--- config.mk ---
export PLATFORM = sky130hd
export DESIGN_NAME = ads_mul
export DESIGN_NICKNAME = d
export VERILOG_FILES = /design/src/hdl/ads_pkg.sv /design/src/hdl/ads_mul.sv
export SDC_FILE = /design/constraint.sdc
export NUM_CORES = 2
export LEC_CHECK = 0
export CORE_MARGIN = 8
export CORE_UTILIZATION = 47
export DETAILED_ROUTE_END_ITERATION = 16
export DONT_BUFFER_PORTS = 1
export PLACE_DENSITY = 0.6
export SLEW_MARGIN = 10
export SYNTH_ARGS = -nofsm -noshare
export SYNTH_HDL_FRONTEND = slang
export SYNTH_SLANG_ARGS = --single-unit
--- constraint.sdc ---
create_clock -name aclk -period 9.9 [get_ports aclk]
set_input_delay 0 -clock aclk [delete_from_list [all_inputs] [get_ports aclk]]
set_output_delay 0 -clock aclk [all_outputs]
set_load 0.02 [all_outputs]
--- src/hdl/ads_pkg.sv ---
// Shared types and constants of the advection-diffusion stencil block.
`timescale 1ns / 1ps
package ads_pkg;

    localparam int MAX_WIDTH_DEF = 1024;
    localparam int GRID_MIN      = 3;

    localparam int DATA_W     = 32;
    localparam int ROW_W      = 16;
    localparam int COL_W      = 10;
    localparam int GW_W       = 11;
    localparam int CFG_IDX_W  = 3;

    // sequential multiplier: |a| < 2^48 in 16-bit digits, |b| < 2^32
    localparam int MUL_A_W    = 48;
    localparam int MUL_B_W    = 32;
    localparam int DIGIT_W    = 16;
    localparam int MUL_DIGITS = MUL_A_W / DIGIT_W;
    localparam int PROD_W     = MUL_A_W + MUL_B_W;
    localparam int RES_W      = 64;

    typedef enum logic [CFG_IDX_W-1:0] {
        REG_GRID_WIDTH  = 3'd0,
        REG_GRID_HEIGHT = 3'd1,
        REG_ADV_X       = 3'd2,
        REG_ADV_Y       = 3'd3,
        REG_DIFF_X      = 3'd4,
        REG_DIFF_Y      = 3'd5
    } cfg_reg_t;

    typedef struct packed {
        logic                        start;
        logic signed [MUL_A_W:0]     a;
        logic signed [MUL_B_W:0]     b;
        logic                        round24;   // 1: Q8.24 scale, 0: Q16.16 scale
    } ads_mul_req_t;

endpackage

--- src/hdl/ads_mul.sv ---
// Sign-magnitude multiplier, one 16-bit digit per cycle, rounding half away from zero.
`timescale 1ns / 1ps
module ads_mul (
    input  logic                             aclk,
    input  logic                             aresetn,
    input  ads_pkg::ads_mul_req_t            req,
    output logic                             done,
    output logic signed [ads_pkg::RES_W-1:0] result
);
    import ads_pkg::*;

    logic [MUL_A_W-1:0]     ma_reg;
    logic [MUL_B_W-1:0]     mb_reg;
    logic                   neg_reg;
    logic                   r24_reg;
    logic [PROD_W-1:0]      acc_reg;
    logic [1:0]             cnt_reg;
    logic                   busy_reg;
    logic                   fin_reg;
    logic                   done_reg;
    logic signed [RES_W-1:0] result_reg;

    logic [MUL_A_W:0]       abs_a;
    logic [MUL_B_W:0]       abs_b;
    logic [PROD_W:0]        rounded;
    logic [RES_W-1:0]       mag;
    logic [DIGIT_W+MUL_B_W-1:0] pp;

    always_comb begin
        abs_a = req.a[MUL_A_W] ? (~req.a + 1'b1) : req.a;
        abs_b = req.b[MUL_B_W] ? (~req.b + 1'b1) : req.b;
        // one digit times the whole multiplier, full width
        pp    = ma_reg[MUL_A_W-1 -: DIGIT_W] * mb_reg;
        if (r24_reg) begin
            rounded = ({1'b0, acc_reg} + (PROD_W+1)'(1 << 23)) >> 24;
        end else begin
            rounded = ({1'b0, acc_reg} + (PROD_W+1)'(1 << 15)) >> 16;
        end
        mag = rounded[RES_W-1:0];
    end

    always_ff @(posedge aclk) begin
        if (!aresetn) begin
            busy_reg <= 1'b0;
            fin_reg  <= 1'b0;
            done_reg <= 1'b0;
            cnt_reg  <= '0;
        end else begin
            done_reg <= 1'b0;
            fin_reg  <= 1'b0;
            if (req.start) begin
                ma_reg   <= abs_a[MUL_A_W-1:0];
                mb_reg   <= abs_b[MUL_B_W-1:0];
                neg_reg  <= req.a[MUL_A_W] ^ req.b[MUL_B_W];
                r24_reg  <= req.round24;
                acc_reg  <= '0;
                cnt_reg  <= '0;
                busy_reg <= 1'b1;
            end else if (busy_reg) begin
                // top digit first: shift the partial sum up as we go
                acc_reg <= (acc_reg << DIGIT_W) + PROD_W'(pp);
                ma_reg  <= ma_reg << DIGIT_W;
                cnt_reg <= cnt_reg + 2'd1;
                if (cnt_reg == 2'(MUL_DIGITS - 1)) begin
                    busy_reg <= 1'b0;
                    fin_reg  <= 1'b1;
                end
            end else if (fin_reg) begin
                result_reg <= neg_reg ? -$signed(mag) : $signed(mag);
                done_reg   <= 1'b1;
            end
        end
    end

    assign done   = done_reg;
    assign result = result_reg;
endmodule

# ---- Word-level counts from Yosys, hierarchy flattened
# Index checks and enable logic that the tools add are counted.
dict set report classes {
  eq_ne 1
  addsub 7
  bitwise_logic 6
  reduce_logical 7
  muxes 12
  n_mul 1
}
# op count
set op_table {}
lappend op_table {{two-way mux 48 bit} 3}
lappend op_table {{two-way mux 64 bit} 2}
lappend op_table {{adder 80 x 24 -> 81 bit, second input constant} 1}
lappend op_table {{adder 80 x 16 -> 80 bit, second input constant} 1}
lappend op_table {{adder 80 x 48 -> 80 bit} 1}
lappend op_table {{two-way mux 80 bit} 1}
lappend op_table {{negator 64 bit} 1}
lappend op_table {{adder 48 x 1 -> 48 bit, second input constant} 1}
lappend op_table {{multiplier 16 x 32 -> 48 bit} 1}
lappend op_table {{NOT 48 bit} 1}
lappend op_table {{adder 32 x 1 -> 32 bit, second input constant} 1}
lappend op_table {{two-way mux 32 bit} 1}
lappend op_table {{NOT 32 bit} 1}
lappend op_table {{OR reduction 3 bit} 2}
lappend op_table {{two-way mux 1 bit} 5}
lappend op_table {{AND reduction 2 bit} 2}
lappend op_table {{AND reduction 4 bit} 1}
lappend op_table {{NOT 1 bit} 3}
lappend op_table {{adder 2 x 1 -> 2 bit, second input constant} 1}
lappend op_table {{== test 2 bit, second input constant} 1}
lappend op_table {{nonzero test 2 bit} 1}
lappend op_table {{OR reduction 2 bit} 1}
lappend op_table {{XOR 1 bit} 1}
dict set report word_totals {
  regBits 231
  out_inout_bits 65
  input_bits 86
}

# ---- Longest topological paths before layout
dict set report depth {
  ltp_word 4
  depth_mapped 26
  ltp_nobuf 23
}

# ---- Worst setup path after synthesis
# Ideal clock, no wire load.
dict set report synth_timing {
  path_type {reg-to-reg}
  from {register mb_reg[15]}
  to {register acc_reg[52] (data pin)}
  setup_slack_ns 2.674
  arrival_ns 6.960
  path_stages_with_launch 26
  synth_period_minus_slack_ns 7.226
  t_required_ns 9.634
  path_cell_list {edfxtp_1 clkbuf_1 and2_1 fa_1 inv_1 fa_1 fa_1 inv_1 fa_1 fa_1 inv_1 fa_1 inv_1 ha_1 clkbuf_1 nand4_1 o22ai_1 or3b_2 nor3_1 nand2_1 o211a_1 o41ai_1 clkbuf_1 clkbuf_1 xor2_1 nor2_1}
}
dict set report synth_via {
  elab_chain_len 3
}
# item line_no
set synth_rtl {}
lappend synth_rtl {{start: declaration} ads_mul.sv:13} ;# logic [MUL_B_W-1:0] mb_reg;
lappend synth_rtl {{start signal: assignment} ads_mul.sv:53} ;# mb_reg <= abs_b[MUL_B_W-1:0];
lappend synth_rtl {{multiplier 16 x 32 -> 48 bit} ads_mul.sv:33} ;# pp = ma_reg[MUL_A_W-1 -: DIGIT_W] * mb_reg;
lappend synth_rtl {{adder 80 x 48 -> 80 bit} ads_mul.sv:61} ;# acc_reg <= (acc_reg << DIGIT_W) + PROD_W'(pp);
lappend synth_rtl {{two-way mux 80 bit} ads_mul.sv:59} ;# end else if (busy_reg) begin
lappend synth_rtl {{end signal: assignment} ads_mul.sv:61}
lappend synth_rtl {{end: declaration} ads_mul.sv:16} ;# logic [PROD_W-1:0] acc_reg;
# Every way passes these cells. The select of a mux whose other input is x is not followed.
# A chain may end at the register's enable or synchronous reset.

# ---- Worst setup path in the final report
dict set report layout_timing {
  from {register ma_reg[37]}
  to {register acc_reg[57] (data pin)}
}
dict set report layout_via {
  elab_chain_len 3
}
# item line_no
set layout_rtl {}
lappend layout_rtl {{start: declaration} ads_mul.sv:12} ;# logic [MUL_A_W-1:0] ma_reg;
lappend layout_rtl {{start signal: assignment} ads_mul.sv:52} ;# ma_reg <= abs_a[MUL_A_W-1:0];
lappend layout_rtl {{start signal: assignment} ads_mul.sv:62} ;# ma_reg <= ma_reg << DIGIT_W;
lappend layout_rtl {{multiplier 16 x 32 -> 48 bit} ads_mul.sv:33}
lappend layout_rtl {{adder 80 x 48 -> 80 bit} ads_mul.sv:61}
lappend layout_rtl {{two-way mux 80 bit} ads_mul.sv:59}
# Every way passes these cells. The select of a mux whose other input is x is not followed.

==> metrics.csv <==
stage;metric;value;unit
layout;largest_register_ffs;80;
worst_setup_path;reg2reg_from;ma_reg[37];
floorplan;core_area;70000;sq um
yosys;yosysMostFrequentCell;inv_1;
layout;syn2layout_area_growth;9.42;%
min_path;worstHoldEndpoint;busy_reg;
yosys;synthXorXnorAreaFrac;6.37;%
floorplan;dieWidth;282;microns
detailed_routing;drc;0;
sta;fmax;118;MHz
sta;hold_viol_final;0;
sta;drv_slew;0;
detailed_routing;vias;26531;
clocking;cts_tree;built;
yosys;seq_area_frac_synth;20.7;%
worst_setup_path;r2r_setup_slack;1440;ps
floorplan;ios;151;
clocking;postCtsSetupBuffers;0;
worst_setup_path;cp_data_required_time;10370;ps
detailed_routing;wirelength;101000;microns
yosys;syn-cell-area;33300;sq um
clocking;hold_buffers;161;
layout;drive_gt1_share;4.29;%
yosys;yosys-top-cells-area;fa_1, edfxtp_1, inv_1;
detailed_routing;drtPass1Iterations;6;
yosys;synth_compound_area_share;9.43;%
layout;fill_cells;6437;
layout;fin_cells;4623;
global_route;grt_max_degree;146;
yosys;async_flop_share;0;%
clocking;cts_buffers;29;
worst_setup_path;worst_r2r_endpoint;acc_reg[57];
sta;tightestPinTransition;1220;ps
layout;fin_nets;4338;
sta;finalSetupViolCount;0;
detailed_routing;viasPerCell;5.74;
clocking;cts_sinks;231;
yosys;synth_edf_count;226;
detailed_routing;wl_per_cell;21.9;microns
global_route;grt_pass1_vias;27485;
detailed_routing;postRouteAntennaNets;0;
outcome;outcome;finished clean;
yosys;syn_inst;3652;
min_path;hold_class;in -> reg;
yosys;syn_area_per_cell;9.11;sq um
floorplan;die_h;282;microns
layout;final_area;36400;sq um
yosys;ys_warn_count;0;
floorplan;start_util;47.5;%
floorplan;dieArea;79600;sq um
sta;fin_crit;8460;ps
global_route;grt_pass1_wl;159000;microns
place;placed_area;33800;sq um
sta;setup_tns;0;ps
clocking;clockRootBuffer;clkbuf_16;
sta;period_share;85.5;%
yosys;synth_common_cells;inv_1, fa_1, nand2_1, and2_1, edfxtp_1;
worst_setup_path;rr_worst_depth;21;
worst_setup_path;critical_path.endpoint_type;flop;
yosys;yosys.area_share.simple;20.7;%
yosys;synth_top_family_by_area;adder cells;
worst_setup_path;critPathKind;reg -> reg;
floorplan;rows;97;
clocking;cts.path.max_buffers;3;
place;numPortBuffers;0;
sta;relSlewSlack;18.2;%
run;max-cap-violations;0;
place;dp_cells;4408;
worst_setup_path;cp.arrival;8930;ps
place;hpwl;76600;microns
min_path;worstHoldStart;aresetn;
clocking;cts_resized;0;
global_route;grt_usage;25.4;%
worst_setup_path;critPathMaxFanout;32;
yosys;synth_seq_cells;231;
yosys;synth_top_flop_cell;edfxtp_1;
clocking;cts.clk_slew.worst_paths;60;ps
sta;fin_skew;21.6;ps
layout;num_antenna_cells;0;
worst_setup_path;critPathLaunchType;flop;
yosys;synth_fa_ha_area_share;32.4;%
detailed_routing;drtIter0Drc;2437;
clocking;clk_latency;600;ps
yosys;synth_cell_types;92;
clocking;cts_max_level;1;
min_path;whs_path_depth;2;
yosys;synth_nets;4330;
sta;rsz0062_at_grt;no;
yosys;synthMuxAreaShare;1.09;%
place;place_congestion;0.963;
yosys;post-synth-top-area-cell;fa_1;
global_route;antenna_found_initial;2;
yosys;synth_top_area_share;27.1;%
sta;timing.hold.ws;20.1;ps
global_route;gr-total-overflow;0;
## critical path, cell delays in order, from the launching register on
cell	delay, ps
edfxtp_1	1080
and2_1	270
fa_1	430
inv_1	100
fa_1	410
fa_1	490
fa_1	490
inv_1	60
fa_1	530
inv_1	50
fa_1	520
inv_1	40
ha_1	350
nand4_1	160
o311ai_0	710
a21o_1	380
a32oi_1	190
o211ai_1	580
nand3_1	390
or3_1	400
a21oi_1	140
dlygate4sd3_1	560
## per-layer routing
metal / part of all wire (%) / track usage (%) / up-vias
met5: 0.013 / 0 / -
met1: 43 / 34.8 / 13151
met2: 45 / 40.8 / 1150
li1: - / - / 12054
met4: 2.7 / 6.40 / 2
met3: 9.2 / 5.80 / 174
## cell families (layout without fill, tap and decap cells)
family	count (synthesis)	count (layout)
AND/OR/NAND/NOR	1308	1308
XOR/XNOR	242	242
buffers and inverters	792	823
adder cells (fa/ha/maj)	592	592
multiplexers	35	35
flip-flops	231	231
AO/OA/AOI/OAI	452	452
## cell usage in the layout (no fill, tap or decap), types with 14 or more instances in the layout
master and count:
a211oi_1 17, a21o_1 19, a21oi_1 107, a31oi_1 17
and2_1 229, and3_1 19, and4_1 26, buf_4 30
clkbuf_16 31, dlygate4sd3_1 160, edfxtp_1 226, fa_1 450
ha_1 142, inv_1 577, mux2i_1 24, nand2_1 423
nand2b_1 19, nand3_1 59, nand4_1 72, nor2_1 178
nor2b_1 22, nor3_1 59, nor4_1 46, o211ai_1 17
o21a_1 19, o21ai_0 93, o31ai_1 49, o41ai_1 25
or2_2 14, or3_1 56, or4_1 36, xnor2_1 143
xor2_1 99
## worst max-delay path by stage
stage / from / endpoint / slack (ps)
2_1_floorplan: mb_reg[15] / acc_reg[52] / 2670
3_3_place_gp: ma_reg[38] / acc_reg[73] / 2000
3_5_place_dp: ma_reg[37] / acc_reg[73] / 1940
4_1_cts: ma_reg[37] / acc_reg[57] / 1600
5_1_grt: ma_reg[36] / acc_reg[57] / 970
6_report: ma_reg[37] / acc_reg[57] / 1440
## area by class of cell
type	instances	area [sq um]	share of cell area (%)
well taps	940	1180	3.23
clock inverters	12	190	0.522
multi-input cells	2629	23300	64.0
repair buffers	191	1850	5.09
flip-flops and latches	231	6890	18.9
inverters	578	2170	5.96
clock buffers	42	827	2.27
## per-stage QoR
step | worst slack [ps] | utilization, %
after floorplan | 2670 | -
after global placement | 2000 | 48.2
after detailed placement | 1940 | 48.2
after CTS | 1600 | 52.0
after global routing | 967 | 52.0
final | 1440 | 52.0
Power is left out: the tool's default activity adds up to more than one toggle a clock period on the data nets, which glitch-free logic cannot reach.
